**config.mk**
```make
export PLATFORM = sky130hd
export DESIGN_NAME = spread_zscore_signal_core
export DESIGN_NICKNAME = d
export VERILOG_FILES = /design/src/design/spz_pkg.sv /design/src/design/spz_win_mem.sv /design/src/design/spz_mul.sv /design/src/design/spread_zscore_signal_core.sv
export SDC_FILE = /design/constraint.sdc
export NUM_CORES = 2
export LEC_CHECK = 0
export BUFFER_PORTS_ARGS = -buffer_cell sky130_fd_sc_hd__buf_2
export CAP_MARGIN = 20
export CORE_MARGIN = 2
export CORE_UTILIZATION = 52
export CTS_CLUSTER_DIAMETER = 100
export DETAILED_ROUTE_END_ITERATION = 16
export PLACE_DENSITY = 0.68
export RECOVER_POWER = 50
export SYNTH_ARGS = -nofsm -noshare
export SYNTH_HDL_FRONTEND = slang
export SYNTH_SLANG_ARGS = --single-unit
export TNS_END_PERCENT = 10
```
**constraint.sdc**
```tcl
create_clock -name i_clk -period 20.5 [get_ports i_clk]
set_input_delay 1.025 -clock i_clk [delete_from_list [all_inputs] [get_ports i_clk]]
set_output_delay 1.025 -clock i_clk [all_outputs]
set_load 0.005 [all_outputs]
```
**src/design/spz_pkg.sv**
```systemverilog
// Shared constants for the spread z-score signal core.
// Widths of the stream fields, register indexes, signal codes and multiplier sizes.
// No dependencies.
package spz_pkg;

    localparam int WINDOW_DEF     = 8;
    localparam int PRICE_BITS_DEF = 24;

    localparam int PRICE_W      = 24;
    localparam int SPREAD_OUT_W = 25;
    localparam int SIG_W        = 2;
    localparam int THR_W        = 10;
    localparam int IN_TDATA_W   = 48;
    localparam int OUT_TDATA_W  = 32;
    localparam int CFG_IDX_W    = 8;

    localparam int MUL_W  = 32;
    localparam int PROD_W = 2 * MUL_W;
    localparam int CMP_W  = PROD_W + MUL_W;

    localparam logic [MUL_W-1:0] DEC_SCALE = MUL_W'(10000);

    localparam logic [CFG_IDX_W-1:0] CFG_ENTRY = CFG_IDX_W'(0);
    localparam logic [CFG_IDX_W-1:0] CFG_EXIT  = CFG_IDX_W'(1);

    localparam logic [THR_W-1:0] ENTRY_RESET = THR_W'(100);
    localparam logic [THR_W-1:0] EXIT_RESET  = THR_W'(80);

    localparam logic [SIG_W-1:0] SIG_ABOVE = 2'd0;
    localparam logic [SIG_W-1:0] SIG_BELOW = 2'd1;
    localparam logic [SIG_W-1:0] SIG_EXIT  = 2'd2;
    localparam logic [SIG_W-1:0] SIG_HOLD  = 2'd3;

endpackage

```
**src/design/spz_win_mem.sv**
```systemverilog
// Spread window storage: one synchronous write port, one registered read port.
// Depends on nothing; sized by the top level.
module spz_win_mem #(
    parameter int DEPTH = 8,
    parameter int WIDTH = 25,
    parameter int AW    = 3
) (
    input  logic             i_clk,
    input  logic             i_wr_en,
    input  logic [AW-1:0]    i_wr_addr,
    input  logic [WIDTH-1:0] i_wr_data,
    input  logic             i_rd_en,
    input  logic [AW-1:0]    i_rd_addr,
    output logic [WIDTH-1:0] o_rd_data
);

    logic [WIDTH-1:0] r_mem [DEPTH];
    logic [WIDTH-1:0] r_rd_data;

    always_ff @(posedge i_clk) begin
        if (i_wr_en) begin
            r_mem[i_wr_addr] <= i_wr_data;
        end
        if (i_rd_en) begin
            r_rd_data <= r_mem[i_rd_addr];
        end
    end

    assign o_rd_data = r_rd_data;

endmodule

```
**src/design/spz_mul.sv**
```systemverilog
// Shared unsigned multiplier with a registered product.
// Depends on spz_pkg for operand and product widths.
module spz_mul
    import spz_pkg::*;
(
    input  logic              i_clk,
    input  logic [MUL_W-1:0]  i_a,
    input  logic [MUL_W-1:0]  i_b,
    output logic [PROD_W-1:0] o_p
);

    logic [PROD_W-1:0] r_p;

    always_ff @(posedge i_clk) begin
        r_p <= i_a * i_b;
    end

    assign o_p = r_p;

endmodule

```
**src/design/spread_zscore_signal_core.sv**
```systemverilog
// Top level of the spread z-score signal core: sequencer, running sums, classifier.
// Depends on spz_pkg, spz_win_mem and spz_mul.
//
//  channel   direction  handshake                      payload
//  s_axis    in         s_axis_tvalid / s_axis_tready  price_a, price_b
//  m_axis    out        m_axis_tvalid / m_axis_tready  signal, spread_now
//  cfg       in         i_cfg_valid / o_cfg_ready      i_cfg_index, i_cfg_data
//
// A full window gives a result as the last step completes, and the input reopens in the same
// cycle: twelve products run through the single 32x32 multiplier, one per cycle, then decide.
// The window entry is read when the request is accepted and written back at the end.
// Reset clears sums, fill count and write slot and loads default thresholds; the window
// memory is not cleared, entries are only used once written. A result waiting on m_axis
// stalls only the final step of the next request.
module spread_zscore_signal_core
    import spz_pkg::*;
#(
    parameter int WINDOW     = WINDOW_DEF,
    parameter int PRICE_BITS = PRICE_BITS_DEF
) (
    input  logic                   i_clk,
    input  logic                   i_rst_n,
    input  logic                   s_axis_tvalid,
    output logic                   s_axis_tready,
    input  logic [IN_TDATA_W-1:0]  s_axis_tdata,   // price_a, price_b
    output logic                   m_axis_tvalid,
    input  logic                   m_axis_tready,
    output logic [OUT_TDATA_W-1:0] m_axis_tdata,   // signal, spread_now, zero pad
    input  logic                   i_cfg_valid,
    output logic                   o_cfg_ready,
    input  logic [CFG_IDX_W-1:0]   i_cfg_index,
    input  logic [THR_W-1:0]       i_cfg_data
);

    localparam int SPW  = PRICE_BITS + 1;
    localparam int LW   = $clog2(WINDOW);
    localparam int SLW  = $clog2(WINDOW);
    localparam int FCW  = $clog2(WINDOW + 1);
    localparam int SUMW = PRICE_BITS + LW + 1;
    localparam int DW   = SUMW + 1;
    localparam int S2W  = 2 * PRICE_BITS;
    localparam int SQW  = 2 * PRICE_BITS + LW;
    localparam int D2W  = 2 * (DW - 1);
    localparam int VW   = 2 * PRICE_BITS + 2 * LW;
    localparam int T2W  = 2 * THR_W;

    typedef enum logic [14:0] {
        ST_IDLE = 15'h0001,
        ST_SS   = 15'h0002,
        ST_OO   = 15'h0004,
        ST_DD   = 15'h0008,
        ST_UU   = 15'h0010,
        ST_EE   = 15'h0020,
        ST_XX   = 15'h0040,
        ST_L0   = 15'h0080,
        ST_L1   = 15'h0100,
        ST_E0   = 15'h0200,
        ST_E1   = 15'h0400,
        ST_X0   = 15'h0800,
        ST_X1   = 15'h1000,
        ST_WB   = 15'h2000,
        ST_FIN  = 15'h4000
    } t_state;

    t_state r_state, n_state;
    t_state r_wb;

    logic signed [SPW-1:0]  r_s;
    logic signed [DW-1:0]   r_d;
    logic [S2W-1:0]         r_s2;
    logic [S2W-1:0]         r_o2;
    logic [D2W-1:0]         r_d2;
    logic [VW-1:0]          r_v;
    logic [T2W-1:0]         r_te2;
    logic [T2W-1:0]         r_tx2;
    logic [PROD_W-1:0]      r_acc;
    logic [CMP_W-1:0]       r_lhs;
    logic [CMP_W-1:0]       r_rhs_e;
    logic [CMP_W-1:0]       r_rhs_x;
    logic signed [SUMW-1:0] r_sum;
    logic [SQW-1:0]         r_sumsq;
    logic [SLW-1:0]         r_slot;
    logic [FCW-1:0]         r_fill;
    logic [THR_W-1:0]       r_entry;
    logic [THR_W-1:0]       r_exit;
    logic                   r_out_valid;
    logic [SIG_W-1:0]       r_out_sig;
    logic [SPREAD_OUT_W-1:0] r_out_spread;

    logic [PRICE_BITS-1:0]  price_a;
    logic [PRICE_BITS-1:0]  price_b;
    logic signed [SPW-1:0]  spread_in;
    logic                   in_fire;
    logic                   full;
    logic                   fin_go;
    logic [SPW-1:0]         rd_data;
    logic signed [SPW-1:0]  old_s;
    logic [SPW-1:0]         abs_s;
    logic [SPW-1:0]         abs_old;
    logic [SUMW-1:0]        abs_sum;
    logic [DW-1:0]          abs_d;
    logic [PROD_W-1:0]      d2_ext;
    logic [PROD_W-1:0]      v_ext;
    logic [MUL_W-1:0]       mul_a;
    logic [MUL_W-1:0]       mul_b;
    logic [PROD_W-1:0]      mul_p;
    logic [CMP_W-1:0]       acc_sum;
    logic                   d_pos;
    logic                   d_neg;
    logic [SIG_W-1:0]       sig;

    assign price_a   = s_axis_tdata[PRICE_BITS-1:0];
    assign price_b   = s_axis_tdata[PRICE_W+PRICE_BITS-1:PRICE_W];
    assign spread_in = $signed({1'b0, price_a}) - $signed({1'b0, price_b});

    assign s_axis_tready = (r_state == ST_IDLE);
    assign in_fire       = s_axis_tvalid && s_axis_tready;
    assign o_cfg_ready   = 1'b1;
    assign full          = (r_fill == FCW'(WINDOW));
    assign fin_go        = (r_state == ST_FIN) && (!full || !r_out_valid || m_axis_tready);

    // read at accept, write back at the end; requests never overlap
    spz_win_mem #(
        .DEPTH (WINDOW),
        .WIDTH (SPW),
        .AW    (SLW)
    ) u_win_mem (
        .i_clk     (i_clk),
        .i_wr_en   (fin_go),
        .i_wr_addr (r_slot),
        .i_wr_data (r_s),
        .i_rd_en   (in_fire),
        .i_rd_addr (r_slot),
        .o_rd_data (rd_data)
    );

    assign old_s   = $signed(rd_data);
    assign abs_s   = r_s[SPW-1] ? SPW'(-r_s) : SPW'(r_s);
    assign abs_old = old_s[SPW-1] ? SPW'(-old_s) : SPW'(old_s);
    assign abs_sum = r_sum[SUMW-1] ? SUMW'(-r_sum) : SUMW'(r_sum);
    assign abs_d   = r_d[DW-1] ? DW'(-r_d) : DW'(r_d);
    assign d2_ext  = PROD_W'(r_d2);
    assign v_ext   = PROD_W'(r_v);

    always_comb begin
        mul_a = '0;
        mul_b = '0;
        case (r_state)
            ST_SS: begin
                mul_a = MUL_W'(abs_s);
                mul_b = MUL_W'(abs_s);
            end
            ST_OO: begin
                mul_a = MUL_W'(abs_old);
                mul_b = MUL_W'(abs_old);
            end
            ST_DD: begin
                mul_a = MUL_W'(abs_d);
                mul_b = MUL_W'(abs_d);
            end
            ST_UU: begin
                mul_a = MUL_W'(abs_sum);
                mul_b = MUL_W'(abs_sum);
            end
            ST_EE: begin
                mul_a = MUL_W'(r_entry);
                mul_b = MUL_W'(r_entry);
            end
            ST_XX: begin
                mul_a = MUL_W'(r_exit);
                mul_b = MUL_W'(r_exit);
            end
            ST_L0: begin
                mul_a = d2_ext[MUL_W-1:0];
                mul_b = DEC_SCALE;
            end
            ST_L1: begin
                mul_a = d2_ext[PROD_W-1:MUL_W];
                mul_b = DEC_SCALE;
            end
            ST_E0: begin
                mul_a = MUL_W'(r_te2);
                mul_b = v_ext[MUL_W-1:0];
            end
            ST_E1: begin
                mul_a = MUL_W'(r_te2);
                mul_b = v_ext[PROD_W-1:MUL_W];
            end
            ST_X0: begin
                mul_a = MUL_W'(r_tx2);
                mul_b = v_ext[MUL_W-1:0];
            end
            ST_X1: begin
                mul_a = MUL_W'(r_tx2);
                mul_b = v_ext[PROD_W-1:MUL_W];
            end
            default: begin
                mul_a = '0;
                mul_b = '0;
            end
        endcase
    end

    spz_mul u_mul (
        .i_clk (i_clk),
        .i_a   (mul_a),
        .i_b   (mul_b),
        .o_p   (mul_p)
    );

    assign acc_sum = CMP_W'(r_acc) + {mul_p, {MUL_W{1'b0}}};

    always_comb begin
        n_state = r_state;
        case (r_state)
            ST_IDLE: if (in_fire) n_state = ST_SS;
            ST_SS:   n_state = ST_OO;
            ST_OO:   n_state = ST_DD;
            ST_DD:   n_state = ST_UU;
            ST_UU:   n_state = ST_EE;
            ST_EE:   n_state = ST_XX;
            ST_XX:   n_state = ST_L0;
            ST_L0:   n_state = ST_L1;
            ST_L1:   n_state = ST_E0;
            ST_E0:   n_state = ST_E1;
            ST_E1:   n_state = ST_X0;
            ST_X0:   n_state = ST_X1;
            ST_X1:   n_state = ST_WB;
            ST_WB:   n_state = ST_FIN;
            ST_FIN:  if (fin_go) n_state = ST_IDLE;
            default: n_state = ST_IDLE;
        endcase
    end

    assign d_pos = !r_d[DW-1] && (r_d != '0);
    assign d_neg = r_d[DW-1];

    always_comb begin
        if (d_pos && (r_lhs > r_rhs_e)) begin
            sig = SIG_ABOVE;
        end else if (d_neg && (r_lhs > r_rhs_e)) begin
            sig = SIG_BELOW;
        end else if (r_lhs < r_rhs_x) begin
            sig = SIG_EXIT;
        end else begin
            sig = SIG_HOLD;
        end
    end

    // control state
    always_ff @(posedge i_clk) begin
        if (!i_rst_n) begin
            r_state     <= ST_IDLE;
            r_wb        <= ST_IDLE;
            r_sum       <= '0;
            r_sumsq     <= '0;
            r_slot      <= '0;
            r_fill      <= '0;
            r_entry     <= ENTRY_RESET;
            r_exit      <= EXIT_RESET;
            r_out_valid <= 1'b0;
        end else begin
            r_state <= n_state;
            r_wb    <= r_state;
            if (i_cfg_valid) begin
                case (i_cfg_index)
                    CFG_ENTRY: r_entry <= i_cfg_data;
                    CFG_EXIT:  r_exit  <= i_cfg_data;
                    default:   ;
                endcase
            end
            if (fin_go) begin
                r_sum   <= r_sum + SUMW'(r_s) - (full ? SUMW'(old_s) : SUMW'(0));
                r_sumsq <= r_sumsq + SQW'(r_s2) - (full ? SQW'(r_o2) : SQW'(0));
                r_slot  <= (r_slot == SLW'(WINDOW - 1)) ? SLW'(0) : r_slot + 1'b1;
                if (!full) begin
                    r_fill <= r_fill + 1'b1;
                end
            end
            if (fin_go && full) begin
                r_out_valid <= 1'b1;
            end else if (m_axis_tready) begin
                r_out_valid <= 1'b0;
            end
        end
    end

    // datapath: product of state X is written back while r_wb == X
    always_ff @(posedge i_clk) begin
        if (in_fire) begin
            r_s <= spread_in;
        end
        if (r_state == ST_SS) begin
            r_d <= DW'(r_s) * DW'(WINDOW) - DW'(r_sum);
        end
        case (r_wb)
            ST_SS: r_s2  <= S2W'(mul_p);
            ST_OO: r_o2  <= S2W'(mul_p);
            ST_DD: r_d2  <= D2W'(mul_p);
            ST_UU: r_v   <= VW'(r_sumsq) * VW'(WINDOW) - VW'(mul_p);
            ST_EE: r_te2 <= T2W'(mul_p);
            ST_XX: r_tx2 <= T2W'(mul_p);
            ST_L0: r_acc <= mul_p;
            ST_L1: r_lhs <= acc_sum;
            ST_E0: r_acc <= mul_p;
            ST_E1: r_rhs_e <= acc_sum;
            ST_X0: r_acc <= mul_p;
            ST_X1: r_rhs_x <= acc_sum;
            default: ;
        endcase
        if (fin_go && full) begin
            r_out_sig    <= sig;
            r_out_spread <= SPREAD_OUT_W'(r_s);
        end
    end

    assign m_axis_tvalid = r_out_valid;
    assign m_axis_tdata  = OUT_TDATA_W'({r_out_spread, r_out_sig});

endmodule
```
== Word-level counts from Yosys, hierarchy flattened ==
Memory sizes are Yosys's and may differ from the RTL's. A register that Yosys moved wholly into a read port is not among the register bits.
Index checks and enable logic that the tools add are counted.
Cells by class
  reduce and logical (&&, ||, !) cells: 25
  eq/ne operators: 32
  muxes and demuxes: 18
  $mul: 1
  bitwise logic cells: 1
  $lt $le $gt $ge: 2
  add/subtract/negate cells: 14
Operators with widths (count)
  $pmux 32 s10: 1
  $pmux 32 s9: 1
  $pmux 15 s15: 1
  $add 64x96->96: 1
  $gt 96x96->1: 1
  $lt 96x96->1: 1
  $mul 32x32->64: 1
  $mux 28: 2
  $sub 54x54->54: 1
  $add 51x48->51: 1
  $sub 51x48->51: 1
  $mux 25: 2
  $neg 25->25: 2
  $mux 48: 1
  $eq 15x10->1 const B: 2
  $eq 15x11->1 const B: 2
  $eq 15x12->1 const B: 2
  $eq 15x13->1 const B: 2
  $eq 15x2->1 const B: 2
  $eq 15x3->1 const B: 2
  $eq 15x4->1 const B: 2
  $eq 15x5->1 const B: 2
  $eq 15x6->1 const B: 2
  $eq 15x7->1 const B: 2
  32 further kinds: 56
Word-level totals
  word-level logic and storage cells: 119
  memories: 1
  register bits after elaboration: 880
  input port bits: 71
  bits in writable memories: 200
Memories
  u_win_mem.r_mem: words 8, bits a word 25, read ports 1, clocked after Yosys merged registers in 1, wr ports 1, line spz_win_mem.sv:17  | logic [WIDTH-1:0] r_mem [DEPTH];

== Longest topological paths before layout ==
  depth in word-level cells: 7
  depth in mapped cells: 42

== Hierarchy ==
From an unflattened synthesis, not the netlist that was laid out.
Unflattened totals
  cells, all modules: 8646
  area total of the unflattened synthesis: 91705.5 µm²
Modules (own cells, without submodules)
  spread_zscore_signal_core: area an instance 48251.3 µm², times used 1, seq. area each 23132.2 µm², cells an instance 4511
  spz_mul: area an instance 34942.3 µm², times used 1, seq. area each 1281.2 µm², cells an instance 3807
  spz_win_mem: area an instance 8511.9 µm², times used 1, seq. area each 6756.5 µm², cells an instance 328

== Worst setup path after synthesis ==
No wires, ideal clock.
  kind: register -> register
  start point: register r_state[9]
  end point: register u_mul.r_p[57], in the netlist u_mul.o_p[57]
  clock period less this slack: 11.159 ns
  arrival: 11.036 ns
  buffers on the path: 3
  slack: 9.341 ns
  setup time: 0.123 ns
  stages on the path, launching flop included: 40
  cell sequence: dfxtp_1 -> or3_1 -> or3_1 -> nor3_1 -> nand4_1 -> clkinv_1 -> clkbuf_1 -> a222oi_1 -> o21ai_0 -> a211o_1 -> buf_2 -> nand2_1 -> fa_1 -> inv_1 -> fa_1 -> inv_1 -> fa_1 -> fa_1 -> (+4 left out) -> inv_1 -> fa_1 -> inv_1 -> fa_1 -> inv_1 -> ha_1 -> clkbuf_1 -> a21oi_1 -> o221ai_1 -> a221oi_1 -> o21a_1 -> a21oi_1 -> a2111oi_0 -> a211oi_1 -> o21a_1 -> nor3_1 -> o31ai_1 -> xnor2_1
On the way
  longest elaborated chain between the ends: 4
  elaborated cells between the ends (all ways): 20
  classes of those cells: mul (1); eq/ne (12); mux (2); reduce/logical (5)
RTL lines
  start: declaration: line spread_zscore_signal_core.sv:65  | t_state r_state, n_state;
  start signal: assignment: line spread_zscore_signal_core.sv:263  | r_state <= n_state;
  $eq 15x13->1, or another cell as far along: line spread_zscore_signal_core.sv:148  | case (r_state)
  $reduce_or 2->1 (no source line)
  $pmux 32 s10 / $pmux 32 s9 (equally long branches): line spread_zscore_signal_core.sv:148
  $mul 32x32->64 (*): line spz_mul.sv:15  | r_p <= i_a * i_b;
  end signal: assignment: line spz_mul.sv:15
  end: declaration: line spz_mul.sv:12  | logic [PROD_W-1:0] r_p;
Mark *: on every way between the ends. The rest lies on a longest branch, timed or not.
A chain may end at the register's enable or synchronous reset.

== Final worst setup path ==
  start point: register r_s[24]
  end point: register u_mul.r_p[57], in the netlist u_mul.o_p[57]
On the way
  longest elaborated chain between the ends: 4
  elaborated cells between the ends (all ways): 5
  classes of those cells: add/sub (1); mul (1); mux (3)
RTL lines
  start: declaration: line spread_zscore_signal_core.sv:68  | logic signed [SPW-1:0] r_s;
  start signal: assignment: line spread_zscore_signal_core.sv:291  | r_s <= spread_in;
  $neg 25->25: line spread_zscore_signal_core.sv:138  | assign abs_s = r_s[SPW-1] ? SPW'(-r_s) : SPW'(r_s);
  $mux 25 (*): line spread_zscore_signal_core.sv:138
  $pmux 32 s10 / $pmux 32 s9 (equally long branches): line spread_zscore_signal_core.sv:148
  $mul 32x32->64 (*): line spz_mul.sv:15
Marked as above.

==> flow_metrics.tcl <==
set metrics [dict create \
    grt_pass1_vias 66500 \
    grt_overflow 0 \
    hp-class "reg -> reg" \
    place_congestion 0.995 \
    yosysTopAreaCell "edfxtp_1" \
    power_density_mw_per_mm2 67.4 \
    portBuffers 99 \
    grt_pass1_wl_mm 415 \
    synth.distinct_cells 94 \
    cts_buffer_depth 3 \
    clkTransAtPathRegs_ps 60 \
    power.leakage_uw 0.0438 \
    worst_pin_slew_ps 3700 \
    syn_area_mm2 0.0900 \
    ir_worst_vdd_uv 95.7 \
    finalInstanceArea_mm2 0.0978 \
    cts_buffers 116 \
    clock-sinks 1105 \
    clock_latency_ps 780 \
    initial_core_util_pct 52.4 \
    dieWidth_um 420 \
    area_delta_synth_final_pct 8.62 \
    finalSetupViolCount 0 \
    tns_ps 0 \
    ys_ff_latch 1105 \
    synth_enable_flop_cells 904 \
    antenna_found_initial 18 \
    wirelength_mm 276 \
    die_h_um 420 \
    core_region_area_mm2 0.172 \
    h-tree-depth 3 \
    slew_headroom_pct -146 \
    grt_start_max_net_pins 65 \
    critPathSlowestCell "clkbuf_1" \
    drive_above_1_share_pct 5.35 \
    rows 152 \
    fmax_ghz 0.0766 \
    dpl_cell_area_mm2 0.0940 \
    synth_area_leaders "edfxtp_1 (30%), fa_1 (22%), ha_1 (9.4%)" \
    slowest_delay_ps 1340 \
    cp-start-kind "flop" \
    finalHoldViolations 0 \
    first_pass_iters 7 \
    antenna_left 0 \
    io_pins 106 \
    vias 65800 \
    failed_checks "capacitance limit, slew limit" \
    layout.nets 10700 \
    rsz0062_at_grt "no" \
    timing.final.crit_share_pct 63.7 \
    ys_seq_area_share_pct 34.6 \
    post_cts_buffers 0 \
    required_ps 21120 \
    syn_area_per_cell_um2 10.3 \
    status "finished with violations" \
    synth_cells 8765 \
    synth_warnings 0 \
    crit_type "reg -> reg" \
    clock-skew-final_ps 50.9 \
    drc 0 \
    synthFlopType "edfxtp_1" \
    crit_fanout 32 \
    cts-root-buf "clkbuf_16" \
    report.final.slew_viol_count 515 \
    cts_tree "done" \
    first_iter_violations 6823 \
    max_cap_violations 13 \
    async_reset_ff_share_pct 0 \
    drt-wirelength-per-cell_um 24.2 \
    postCtsResizedCells 0 \
    dp_hpwl_mm 212 \
    die-area_mm2 0.177 \
    critPathCaptureType "flop" \
    crit_arrival_ps 13680 \
    via_per_inst 5.78 \
    cts_hold_buffers 0 \
    grtUsageTotal_pct 31.8 \
    min_period_ps 13050 \
    yosysTopAreaCellShare_pct 30.1 \
]
-- cells by family after synthesis --
logic type | synth area share, %
AOI/OAI and AO/OA | 10.4
muxes | 0.358
and+or+nand+nor | 11.4
other | 0.00834
adders and majority gates | 31.0
DFF | 34.6
buffers and inverters | 8.71
xor gates and xnor gates | 3.58
-- where the power goes --
part           internal, uW  leakage [uW]  switching [uW]
Sequential             2550        0.0101             123
Clock                  1280       0.00194             941
Combinational           571        0.0318            1130
-- cells in the mapped netlist, types with 14 or more instances --
cell,count
a21oi_1,348
inv_1,1719
clkbuf_1,209
o41ai_1,23
nand2_1,737
ha_1,674
xor2_1,90
a211oi_1,37
o21ai_0,202
buf_2,77
nand4_1,123
and2_1,128
edfxtp_1,904
buf_4,18
a22oi_1,119
a221o_1,21
o21bai_1,46
o31ai_1,41
and3_1,42
fa_1,973
a21o_1,248
nor2b_1,55
and4_1,27
a222oi_1,29
a21boi_0,16
o22ai_1,14
nand3_1,87
or2_2,22
mux2i_1,30
nor3b_1,20
dfxtp_1,201
o211ai_1,14
o21a_1,47
nor4_1,30
a221oi_1,20
nand2b_1,67
nor3_1,82
xnor2_1,278
or3_1,31
nor2_1,689
a31oi_1,35
-- critical path, delay by kind of cell, from the launching register on --
| family | cells | cell delay [ps] |
|---|---|---|
| xor+xnor | 2 | 370 |
| compound gates | 11 | 3210 |
| simple gates | 4 | 1680 |
| flops | 1 | 330 |
| buf+inv | 11 | 3020 |
| fa+ha+maj | 9 | 4240 |
-- state kept, by name, summed over array words and instances, names as in the netlist, 10 cells and up --
name,flops
r_acc,64
r_d,29
r_d2,56
r_entry,10
r_exit,10
r_lhs,96
r_o2,48
r_out_spread,25
r_rhs_e,96
r_rhs_x,96
r_s,25
r_s2,48
r_state,15
r_sum,28
r_sumsq,51
r_te2,20
r_tx2,20
r_v,54
r_wb,15
u_mul.o_p,64
u_win_mem.o_rd_data,25
u_win_mem.r_mem,200
-- worst paths after layout --
check                              startpoint       endpoint  slack, ps  cells past startpoint
worst min register to register  u_mul.o_p[63]      r_acc[63]        450                      0
worst min-delay path            u_mul.o_p[63]      r_acc[63]        450                      0
worst max register to register        r_s[24]  u_mul.o_p[57]       7450                     37
worst max-delay path                  r_s[24]  u_mul.o_p[57]       7450                     37
-- layout make-up --
| cell class | count | area (um2) |
|---|---|---|
| timing repair buffer | 269 | 1550 |
| clock inverter | 75 | 965 |
| inverter | 1721 | 6460 |
| antenna | 13 | 32.5 |
| clock buffer | 145 | 3050 |
| sequential | 1105 | 31200 |
| fill | 14800 | 74100 |
| tap | 2310 | 2890 |
| multi-input combinational | 5747 | 51700 |
-- layer usage --
layer	vias up	share of wire (%)	track usage [%]
li1	29200	-	-
met1	32300	38	40.5
met2	3422	43	47.5
met3	853	12	9.88
met4	6	7.3	19.2
met5	-	0.016	0
-- through the flow --
stage	worst slack [ps]	hold WS [ps]	total power, uW	cells	util, %
2_1_floorplan	9340	408	3670	8891	-
3_3_place_gp	6660	436	4280	11100	54.7
3_5_place_dp	8160	435	4290	11200	54.7
4_1_cts	8080	450	6510	11400	57.0
5_1_grt	7000	452	6850	11400	56.9
6_report	7450	449	6590	11400	56.9
-- cell usage in the layout (no fill, tap or decap), drive strengths merged, types with 17 or more instances in the layout --
master  netlist  layout
a211oi       38      38
a222oi       29      29
a21oi       349     349
nor2b        55      55
buf         109     200
inv        1720    1726
fa          973     973
nand3        87      87
and3         42      42
a221o        22      22
and4         27      27
clkbuf      209     214
nor3b        22      22
nand2b       67      67
a22oi       119     119
a21o        249     249
nor2        689     689
xor2         90      90
o41ai        25      25
ha          674     674
nand4       123     123
o21ai       209     209
bufinv        0      17
mux2i        30      30
edfxtp      904     904
nor3         83      83
o31ai        42      42
nand2       737     737
or3          32      32
clkinv        1      43
a221oi       32      32
conb          2     128
xnor2       278     278
a31oi        35      35
nor4         30      30
and2        128     128
o21a         47      47
or2          27      27
dfxtp       201     201
o21bai       46      46
Power figures use the tool's default switching activity.
